===== config.mk =====
export PLATFORM = sky130hd
export DESIGN_NAME = md5_message_digest
export DESIGN_NICKNAME = d
export VERILOG_FILES = /design/src/rtl/md5_pkg.sv /design/src/rtl/md5_message_digest.sv /design/src/rtl/md5_round.sv
export SDC_FILE = /design/constraint.sdc
export NUM_CORES = 2
export LEC_CHECK = 0
export ABC_CLOCK_PERIOD_IN_PS = 7900
export BUFFER_PORTS_ARGS = -buffer_cell sky130_fd_sc_hd__clkbuf_2
export CAP_MARGIN = 5
export CORE_UTILIZATION = 44
export CTS_BUF_LIST = sky130_fd_sc_hd__clkbuf_16
export DETAILED_ROUTE_END_ITERATION = 12
export GPL_TIMING_DRIVEN = 0
export PLACE_DENSITY = 0.71
export SETUP_SLACK_MARGIN = 0.3
export SLEW_MARGIN = 20
export SYNTH_ARGS = -nofsm -noshare
export SYNTH_HDL_FRONTEND = slang
export SYNTH_SLANG_ARGS = --single-unit

===== constraint.sdc =====
create_clock -name clk -period 7.9 [get_ports clk]
set_input_delay 1.58 -clock clk [delete_from_list [all_inputs] [get_ports clk]]
set_output_delay 1.58 -clock clk [all_outputs]
set_load 0.01 [all_outputs]

===== src/rtl/md5_pkg.sv =====
package md5_pkg;

	typedef struct packed {
		logic [7:0] data_byte;
		logic       byte_valid;
		logic       end_of_message;
	} msg_t;

	typedef struct packed {
		logic [63:0] digest_low;
		logic [63:0] digest_high;
	} digest_t;

	typedef struct packed {
		logic       init;
		logic       load;
		logic       step;
		logic       fold;
		logic [5:0] rnd;
	} rnd_ctl_t;

	localparam logic [31:0] IV_A = 32'h67452301;
	localparam logic [31:0] IV_B = 32'hefcdab89;
	localparam logic [31:0] IV_C = 32'h98badcfe;
	localparam logic [31:0] IV_D = 32'h10325476;
	localparam logic [7:0]  PAD_BYTE = 8'h80;
	localparam logic [5:0]  LEN_OFFSET = 6'd56;
	localparam logic [5:0]  LAST_OFFSET = 6'd63;

	localparam logic [4:0] ROUND_S [16] = '{
		5'd7, 5'd12, 5'd17, 5'd22, 5'd5, 5'd9, 5'd14, 5'd20,
		5'd4, 5'd11, 5'd16, 5'd23, 5'd6, 5'd10, 5'd15, 5'd21};

	localparam logic [31:0] ROUND_K [64] = '{
		32'hd76aa478, 32'he8c7b756, 32'h242070db, 32'hc1bdceee,
		32'hf57c0faf, 32'h4787c62a, 32'ha8304613, 32'hfd469501,
		32'h698098d8, 32'h8b44f7af, 32'hffff5bb1, 32'h895cd7be,
		32'h6b901122, 32'hfd987193, 32'ha679438e, 32'h49b40821,
		32'hf61e2562, 32'hc040b340, 32'h265e5a51, 32'he9b6c7aa,
		32'hd62f105d, 32'h02441453, 32'hd8a1e681, 32'he7d3fbc8,
		32'h21e1cde6, 32'hc33707d6, 32'hf4d50d87, 32'h455a14ed,
		32'ha9e3e905, 32'hfcefa3f8, 32'h676f02d9, 32'h8d2a4c8a,
		32'hfffa3942, 32'h8771f681, 32'h6d9d6122, 32'hfde5380c,
		32'ha4beea44, 32'h4bdecfa9, 32'hf6bb4b60, 32'hbebfbc70,
		32'h289b7ec6, 32'heaa127fa, 32'hd4ef3085, 32'h04881d05,
		32'hd9d4d039, 32'he6db99e5, 32'h1fa27cf8, 32'hc4ac5665,
		32'hf4292244, 32'h432aff97, 32'hab9423a7, 32'hfc93a039,
		32'h655b59c3, 32'h8f0ccc92, 32'hffeff47d, 32'h85845dd1,
		32'h6fa87e4f, 32'hfe2ce6e0, 32'ha3014314, 32'h4e0811a1,
		32'hf7537e82, 32'hbd3af235, 32'h2ad7d2bb, 32'heb86d391};

	function automatic logic [31:0] round_k(input logic [5:0] r);
		return ROUND_K[r];
	endfunction

	function automatic logic [4:0] round_s(input logic [5:0] r);
		return ROUND_S[{r[5:4], r[1:0]}];
	endfunction

	// message word index used by round r
	function automatic logic [3:0] round_g(input logic [5:0] r);
		logic [3:0] i;
		logic [3:0] g;
		i = r[3:0];
		case (r[5:4])
			2'd0: g = i;
			2'd1: g = 4'((i << 2) + i + 4'd1);
			2'd2: g = 4'((i << 1) + i + 4'd5);
			2'd3: g = 4'((i << 3) - i);
			default: g = i;
		endcase
		return g;
	endfunction

endpackage


===== src/rtl/md5_message_digest.sv =====
// MD5 digest engine.
// msg channel (valid/ready): one transfer per item; data_byte is appended to the
// message when byte_valid is set, end_of_message closes the message after it.
// digest channel (valid/ready): one transfer per finished message, digest bytes
// 0..7 in digest_low and 8..15 in digest_high, byte 0 in the low bits.
// Bytes are taken one per cycle while msg_ready is high. Completing a 64-byte
// block drops msg_ready while a load state primes the block memory read, 64
// rounds run (one per cycle through the shared round unit, words read from
// the block memory's read port, apart from its write port) and a fold state
// adds into the chaining words. On end_of_message the pad and length bytes
// are written one per cycle, then one or two blocks are compressed; after the
// last fold the digest is registered once the output register is free.
// The digest sits in an output register; new message bytes are taken while it
// waits, and only the next digest waits for the receiver to take it.
// Reset (arst_n low) loads the initial chaining words and clears the count;
// after each digest the engine returns to that state by itself.
module md5_message_digest import md5_pkg::*; (
	input  logic    clk,
	input  logic    arst_n,
	input  logic    msg_valid,
	output logic    msg_ready,
	input  msg_t    msg,
	output logic    digest_valid,
	input  logic    digest_ready,
	output digest_t digest
);

	typedef enum logic [2:0] {
		S_FILL,
		S_PAD,
		S_LOAD,
		S_ROUND,
		S_FOLD,
		S_DONE
	} state_t;

	state_t        state_q;
	logic [5:0]    ptr_q;
	logic [60:0]   cnt_q;
	logic [5:0]    rnd_q;
	logic          fin_q, first_q, len_q;
	logic          digest_valid_q;
	digest_t       digest_q;

	logic [31:0]   blk_mem [16];
	logic [31:0]   rd_word_q;
	logic [3:0]    rd_addr;
	logic          take, wr_en, len_now, out_free;
	logic [7:0]    wr_byte, pad_byte;
	logic [63:0]   bit_len;
	logic [5:0]    rnd_nx;
	logic [127:0]  chain;
	rnd_ctl_t      ctl;

	assign msg_ready = (state_q == S_FILL);
	assign take = msg_valid && msg_ready;
	assign out_free = !digest_valid_q || digest_ready;
	assign rnd_nx = 6'(rnd_q + 6'd1);
	assign bit_len = {cnt_q, 3'b000};
	assign len_now = len_q || (ptr_q == LEN_OFFSET && !first_q);

	always_comb begin
		if (first_q)
			pad_byte = PAD_BYTE;
		else if (len_now)
			pad_byte = bit_len[{ptr_q[2:0], 3'b000} +: 8];
		else
			pad_byte = 8'h00;
	end

	assign wr_en = (take && msg.byte_valid) || (state_q == S_PAD);
	assign wr_byte = (state_q == S_PAD) ? pad_byte : msg.data_byte;
	assign rd_addr = round_g((state_q == S_ROUND) ? rnd_nx : 6'd0);

	always_ff @(posedge clk) begin
		if (wr_en)
			blk_mem[ptr_q[5:2]][{ptr_q[1:0], 3'b000} +: 8] <= wr_byte;
		rd_word_q <= blk_mem[rd_addr];
	end

	always_comb begin
		ctl.init = (state_q == S_DONE) && out_free;
		ctl.load = (state_q == S_LOAD);
		ctl.step = (state_q == S_ROUND);
		ctl.fold = (state_q == S_FOLD);
		ctl.rnd = rnd_q;
	end

	md5_round u_round (
		.clk    (clk),
		.arst_n (arst_n),
		.ctl    (ctl),
		.word   (rd_word_q),
		.chain  (chain)
	);

	always_ff @(posedge clk or negedge arst_n) begin
		if (!arst_n) begin
			state_q <= S_FILL;
			ptr_q <= '0;
			cnt_q <= '0;
			rnd_q <= '0;
			fin_q <= 1'b0;
			first_q <= 1'b0;
			len_q <= 1'b0;
			digest_valid_q <= 1'b0;
			digest_q <= '0;
		end else begin
			if (digest_valid_q && digest_ready)
				digest_valid_q <= 1'b0;
			case (state_q)
				S_FILL: begin
					if (take) begin
						if (msg.byte_valid) begin
							ptr_q <= 6'(ptr_q + 6'd1);
							cnt_q <= 61'(cnt_q + 61'd1);
						end
						if (msg.end_of_message) begin
							fin_q <= 1'b1;
							first_q <= 1'b1;
						end
						if (msg.byte_valid && ptr_q == LAST_OFFSET)
							state_q <= S_LOAD;
						else if (msg.end_of_message)
							state_q <= S_PAD;
					end
				end
				S_PAD: begin
					ptr_q <= 6'(ptr_q + 6'd1);
					first_q <= 1'b0;
					if (len_now)
						len_q <= 1'b1;
					if (ptr_q == LAST_OFFSET)
						state_q <= S_LOAD;
				end
				S_LOAD: begin
					rnd_q <= '0;
					state_q <= S_ROUND;
				end
				S_ROUND: begin
					rnd_q <= rnd_nx;
					if (rnd_q == 6'd63)
						state_q <= S_FOLD;
				end
				S_FOLD: begin
					if (!fin_q)
						state_q <= S_FILL;
					else if (len_q)
						state_q <= S_DONE;
					else
						state_q <= S_PAD;
				end
				S_DONE: begin
					if (out_free) begin
						digest_q.digest_low <= chain[63:0];
						digest_q.digest_high <= chain[127:64];
						digest_valid_q <= 1'b1;
						fin_q <= 1'b0;
						len_q <= 1'b0;
						cnt_q <= '0;
						ptr_q <= '0;
						state_q <= S_FILL;
					end
				end
				default: state_q <= S_FILL;
			endcase
		end
	end

	assign digest_valid = digest_valid_q;
	assign digest = digest_q;

endmodule


===== src/rtl/md5_round.sv =====
module md5_round import md5_pkg::*; (
	input  logic         clk,
	input  logic         arst_n,
	input  rnd_ctl_t     ctl,
	input  logic [31:0]  word,
	output logic [127:0] chain
);

	logic [31:0] cv_q [4];
	logic [31:0] a_q, b_q, c_q, d_q, ak_q;
	logic [31:0] f, sum;
	logic [63:0] dbl;
	logic [31:0] new_b;

	always_comb begin
		case (ctl.rnd[5:4])
			2'd0: f = (b_q & c_q) | (~b_q & d_q);
			2'd1: f = (b_q & d_q) | (c_q & ~d_q);
			2'd2: f = b_q ^ c_q ^ d_q;
			2'd3: f = c_q ^ (b_q | ~d_q);
			default: f = b_q ^ c_q ^ d_q;
		endcase
		sum = ak_q + f + word;
		dbl = {sum, sum} << round_s(ctl.rnd);
		new_b = b_q + dbl[63:32];
	end

	always_ff @(posedge clk or negedge arst_n) begin
		if (!arst_n) begin
			cv_q[0] <= IV_A;
			cv_q[1] <= IV_B;
			cv_q[2] <= IV_C;
			cv_q[3] <= IV_D;
		end else if (ctl.init) begin
			cv_q[0] <= IV_A;
			cv_q[1] <= IV_B;
			cv_q[2] <= IV_C;
			cv_q[3] <= IV_D;
		end else if (ctl.fold) begin
			cv_q[0] <= cv_q[0] + a_q;
			cv_q[1] <= cv_q[1] + b_q;
			cv_q[2] <= cv_q[2] + c_q;
			cv_q[3] <= cv_q[3] + d_q;
		end
	end

	// a plus the next round's constant is registered during the current round
	always_ff @(posedge clk) begin
		if (ctl.load) begin
			a_q <= cv_q[0];
			b_q <= cv_q[1];
			c_q <= cv_q[2];
			d_q <= cv_q[3];
			ak_q <= cv_q[0] + round_k(6'd0);
		end else if (ctl.step) begin
			a_q <= d_q;
			b_q <= new_b;
			c_q <= b_q;
			d_q <= c_q;
			ak_q <= d_q + round_k(6'(ctl.rnd + 6'd1));
		end
	end

	assign chain = {cv_q[3], cv_q[2], cv_q[1], cv_q[0]};

endmodule


==> flow_metrics.env <==
export IMPL_layout_commonest_cell="nand2_1"
export IMPL_coreArea_sq_um=137800
export IMPL_violations="setup timing"
export IMPL_chipWidth_um=375.2
export IMPL_mostFrequentLayoutCells="1368 x nand2_1, 672 x edfxtp_1, 421 x a21oi_1"
export IMPL_origin_of_the_worst_setup_path="rnd_q[4]"
export IMPL_grt_ovfl_total=0
export IMPL_synth_lib_cells_used_distinct=95
export IMPL_regToRegSetupSlack_ns=-0.58
export IMPL_synth_flop_cell="edfxtp_1"
export IMPL_path_clk_slew_ns=0.07
export IMPL_fillCellCount=12510
export IMPL_route_antenna_remaining_nets=0
export IMPL_r2r_cells=38
export IMPL_cts_root_buf="clkbuf_16"
export IMPL_drt_pass1_iter_count=6
export IMPL_crit_reg2reg_capture="u_round.b_q[28]"
export IMPL_clock_skew_ns=0.08773
export IMPL_worstHoldPathType="flip-flop to flip-flop"
export IMPL_finalCriticalPeriod_ns=8.478
export IMPL_finalSetupTns_ns=-4.615
export IMPL_synth_area_leader_cell="edfxtp_1"
export IMPL_synth_seq_area_share_pct=47.82
export IMPL_timing_max_transition_violations_final=0
export IMPL_criticalPathCategory="flip-flop to flip-flop"
export IMPL_grt_usage_pct=32.23
export IMPL_layout_drive_gt1_share_pct=11.26
export IMPL_grt_pass1_wl_mm=336.3
export IMPL_route_detailed_vias_per_inst=6.276
export IMPL_first_global_vias=51260
export IMPL_worst_endpoint_required_ns=8.37
export IMPL_setup_ws_ns=-0.5777
export IMPL_place_detailed_hpwl_mm=173.8
export IMPL_route_detailed_wl_per_inst_um=26.75
export IMPL_outcome="complete, but fails checks"
export IMPL_netlist_area_sq_um=61290
export IMPL_setup_repair_after_global_routing_missed_its_margin="yes"
export IMPL_yosys_area_top_type_share_pct=32.93
export IMPL_cp_data_arrival_time_ns=8.95
export IMPL_crit_path_max_incr_delay_ns=0.66
export IMPL_cts_max_path_buffers=3
export IMPL_final_setup_viol_count=12
export IMPL_finalNetCount=7167
export IMPL_clk_insertion_delay_late_ns=0.76
export IMPL_yosys_register_bits=1040
export IMPL_edff_count_synth=672
export IMPL_fp_dieH_um=375.2
export IMPL_critPathCaptureType="flip-flop"
export IMPL_synthesis_yosys_warnings=0
export IMPL_netlist_top_cells_area="edfxtp_1 33%, dfrtp_1 11%, nand2_1 8.4%"
export IMPL_clkSinkCount=1040
export IMPL_crit_slowest_cell="o211ai_1"
export IMPL_timing_hold_violations_final=0
export IMPL_tritoncts_clock_tree="built"
export IMPL_cap_violations=0
export IMPL_tightest_slew_ns=1.276
export IMPL_syn_mean_instance_area_sq_um=9.353
export IMPL_worstPathMaxFanout=6
export IMPL_maximum_number_of_pins_on_one_net_before_global_route_repair=100
export IMPL_fin_crit_sh_pct=107.3
export IMPL_layout_cell_area_non_filler_sq_um=69880
export IMPL_via_count=54950
export IMPL_route_detailed_drc=0
export IMPL_worst_slew_slack_as_a_fraction_of_its_limit_pct=14.96
export IMPL_syn_to_final_growth_pct=14.03
export IMPL_gp_congestion=1.036
export IMPL_worst_setup_path_endpoint="u_round.b_q[28]"
export IMPL_fmaxAchievable_ghz=0.1180
export IMPL_instance_area_at_placement_sq_um=64500
export IMPL_place_worst_setup_slack_ns=-2.417
export IMPL_tritoncts_num_buffers=109
export IMPL_ctsHtreeMaxLevel=3
export IMPL_initial_core_util_pct=44.47
export IMPL_start_kind="flip-flop"
export IMPL_mappedNetlistNets=6851
export IMPL_asyncSetResetFlopFracSynth_pct=32.31
export IMPL_dr_first_iter_drc_count=6967
export IMPL_fp_dieArea_sq_um=140800
export IMPL_number_of_antenna_violations_at_the_first_check_in_global_routing=8
export IMPL_boundaryPins=144
export IMPL_std_cell_rows=136
export IMPL_regToRegStartpoint="rnd_q[4]"
export IMPL_routed_wl_mm=234.2
export IMPL_port_buffers=143
export IMPL_syn_inst=6553
export IMPL_min_path_cells=2
routing by layer:
layer / wire (um) / up-vias / track usage, %
met5: 60 / - / 0
met1: 91140 / 26800 / 43.51
met2: 100000 / 3326 / 47.50
li1: - / 24090 / -
met4: 15360 / 8 / 19.08
met3: 27670 / 721 / 7.068
area by class of cell:
type | instances | area (sq um) | share of cell area [%]
inverters | 236 | 897.1 | 1.284
well taps | 1794 | 2245 | 3.212
clock inverters | 90 | 833.3 | 1.192
repair buffers | 205 | 1329 | 1.901
flip-flops and latches | 1040 | 29310 | 41.94
clock buffers | 113 | 2828 | 4.046
multi-input cells | 4891 | 30690 | 43.91
diodes | 1 | 2.502 | 0.003581
plain buffers | 386 | 1754 | 2.510
cells in the mapped netlist, types with 49 or more instances:
master,n
nor3_1,75
a21oi_1,448
buf_1,49
a211oi_1,205
clkbuf_1,331
mux2i_1,80
xor2_1,146
nand3_1,155
edfxtp_1,672
o21ai_0,356
and3_1,50
a21o_1,79
dfrtp_1,272
a31oi_1,115
and2_1,133
dfstp_2,64
inv_1,233
xnor2_1,157
o21ai_1,61
o211ai_1,128
nand2_1,1370
nor2_1,414
ha_1,245
a311oi_1,76
how the worst min path moves through the flow:
stage,startpoint,endpoint
6_report,u_round.chain[76],digest[12]
5_1_grt,digest[100],digest[100]
4_1_cts,u_round.chain[76],digest[12]
3_5_place_dp,digest[108],digest[108]
3_3_place_gp,digest[39],digest[39]
2_1_floorplan,fin_q,fin_q
stage by stage:
step	std cells	hold slack, ns	utilization (%)
3_3_place_gp	8490	0.4600	46.64
5_1_grt	8755	0.4886	50.70
2_1_floorplan	6553	0.4802	-
3_5_place_dp	8498	0.4628	46.79
6_report	8756	0.4672	50.70
4_1_cts	8740	0.4685	50.14
state kept, by name, indices dropped and copies added, names as in the netlist:
signal	cells
state_q	3
fin_q	1
digest_valid	1
u_round.c_q	32
u_round.chain	128
rnd_q	6
cnt_q	61
first_q	1
rd_word_q	32
ptr_q	6
u_round.ak_q	32
blk_mem	512
u_round.a_q	32
u_round.d_q	32
len_q	1
digest	128
u_round.b_q	32
cell families after synthesis:
| kind of cell | count (synthesis) | synth area share [%] |
|---|---|---|
| AND/OR/NAND/NOR | 2456 | 17.44 |
| AO/OA/AOI/OAI | 1726 | 17.93 |
| multiplexers | 121 | 2.354 |
| adder cells (fa/ha/maj) | 285 | 6.292 |
| flip-flops | 1040 | 47.82 |
| buffers and inverters | 622 | 3.836 |
| XOR/XNOR | 303 | 4.330 |
worst max-delay path: cells and delay by family (launching register included):
family / cells / cell delay [ns]
multiplexers: 2 / 0.42
adder cells (fa/ha/maj): 4 / 1.33
AND/OR/NAND/NOR: 6 / 0.95
XOR/XNOR: 1 / 0.24
AO/OA/AOI/OAI: 18 / 3.89
buffers and inverters: 7 / 0.94
flip-flops: 1 / 0.37
timing repair:
item / 4_1_cts / 5_1_grt
gates cloned: 2 / 0
setup endpoints to repair: 50 / 33
hold buffers: 0 / 0
setup buffers: 37 / 15
pin swaps: 71 / 78
resized for setup: 171 / 185
Power is not shown: default switching activity piles up to over one toggle a cycle in this logic, so the estimate is an artifact.
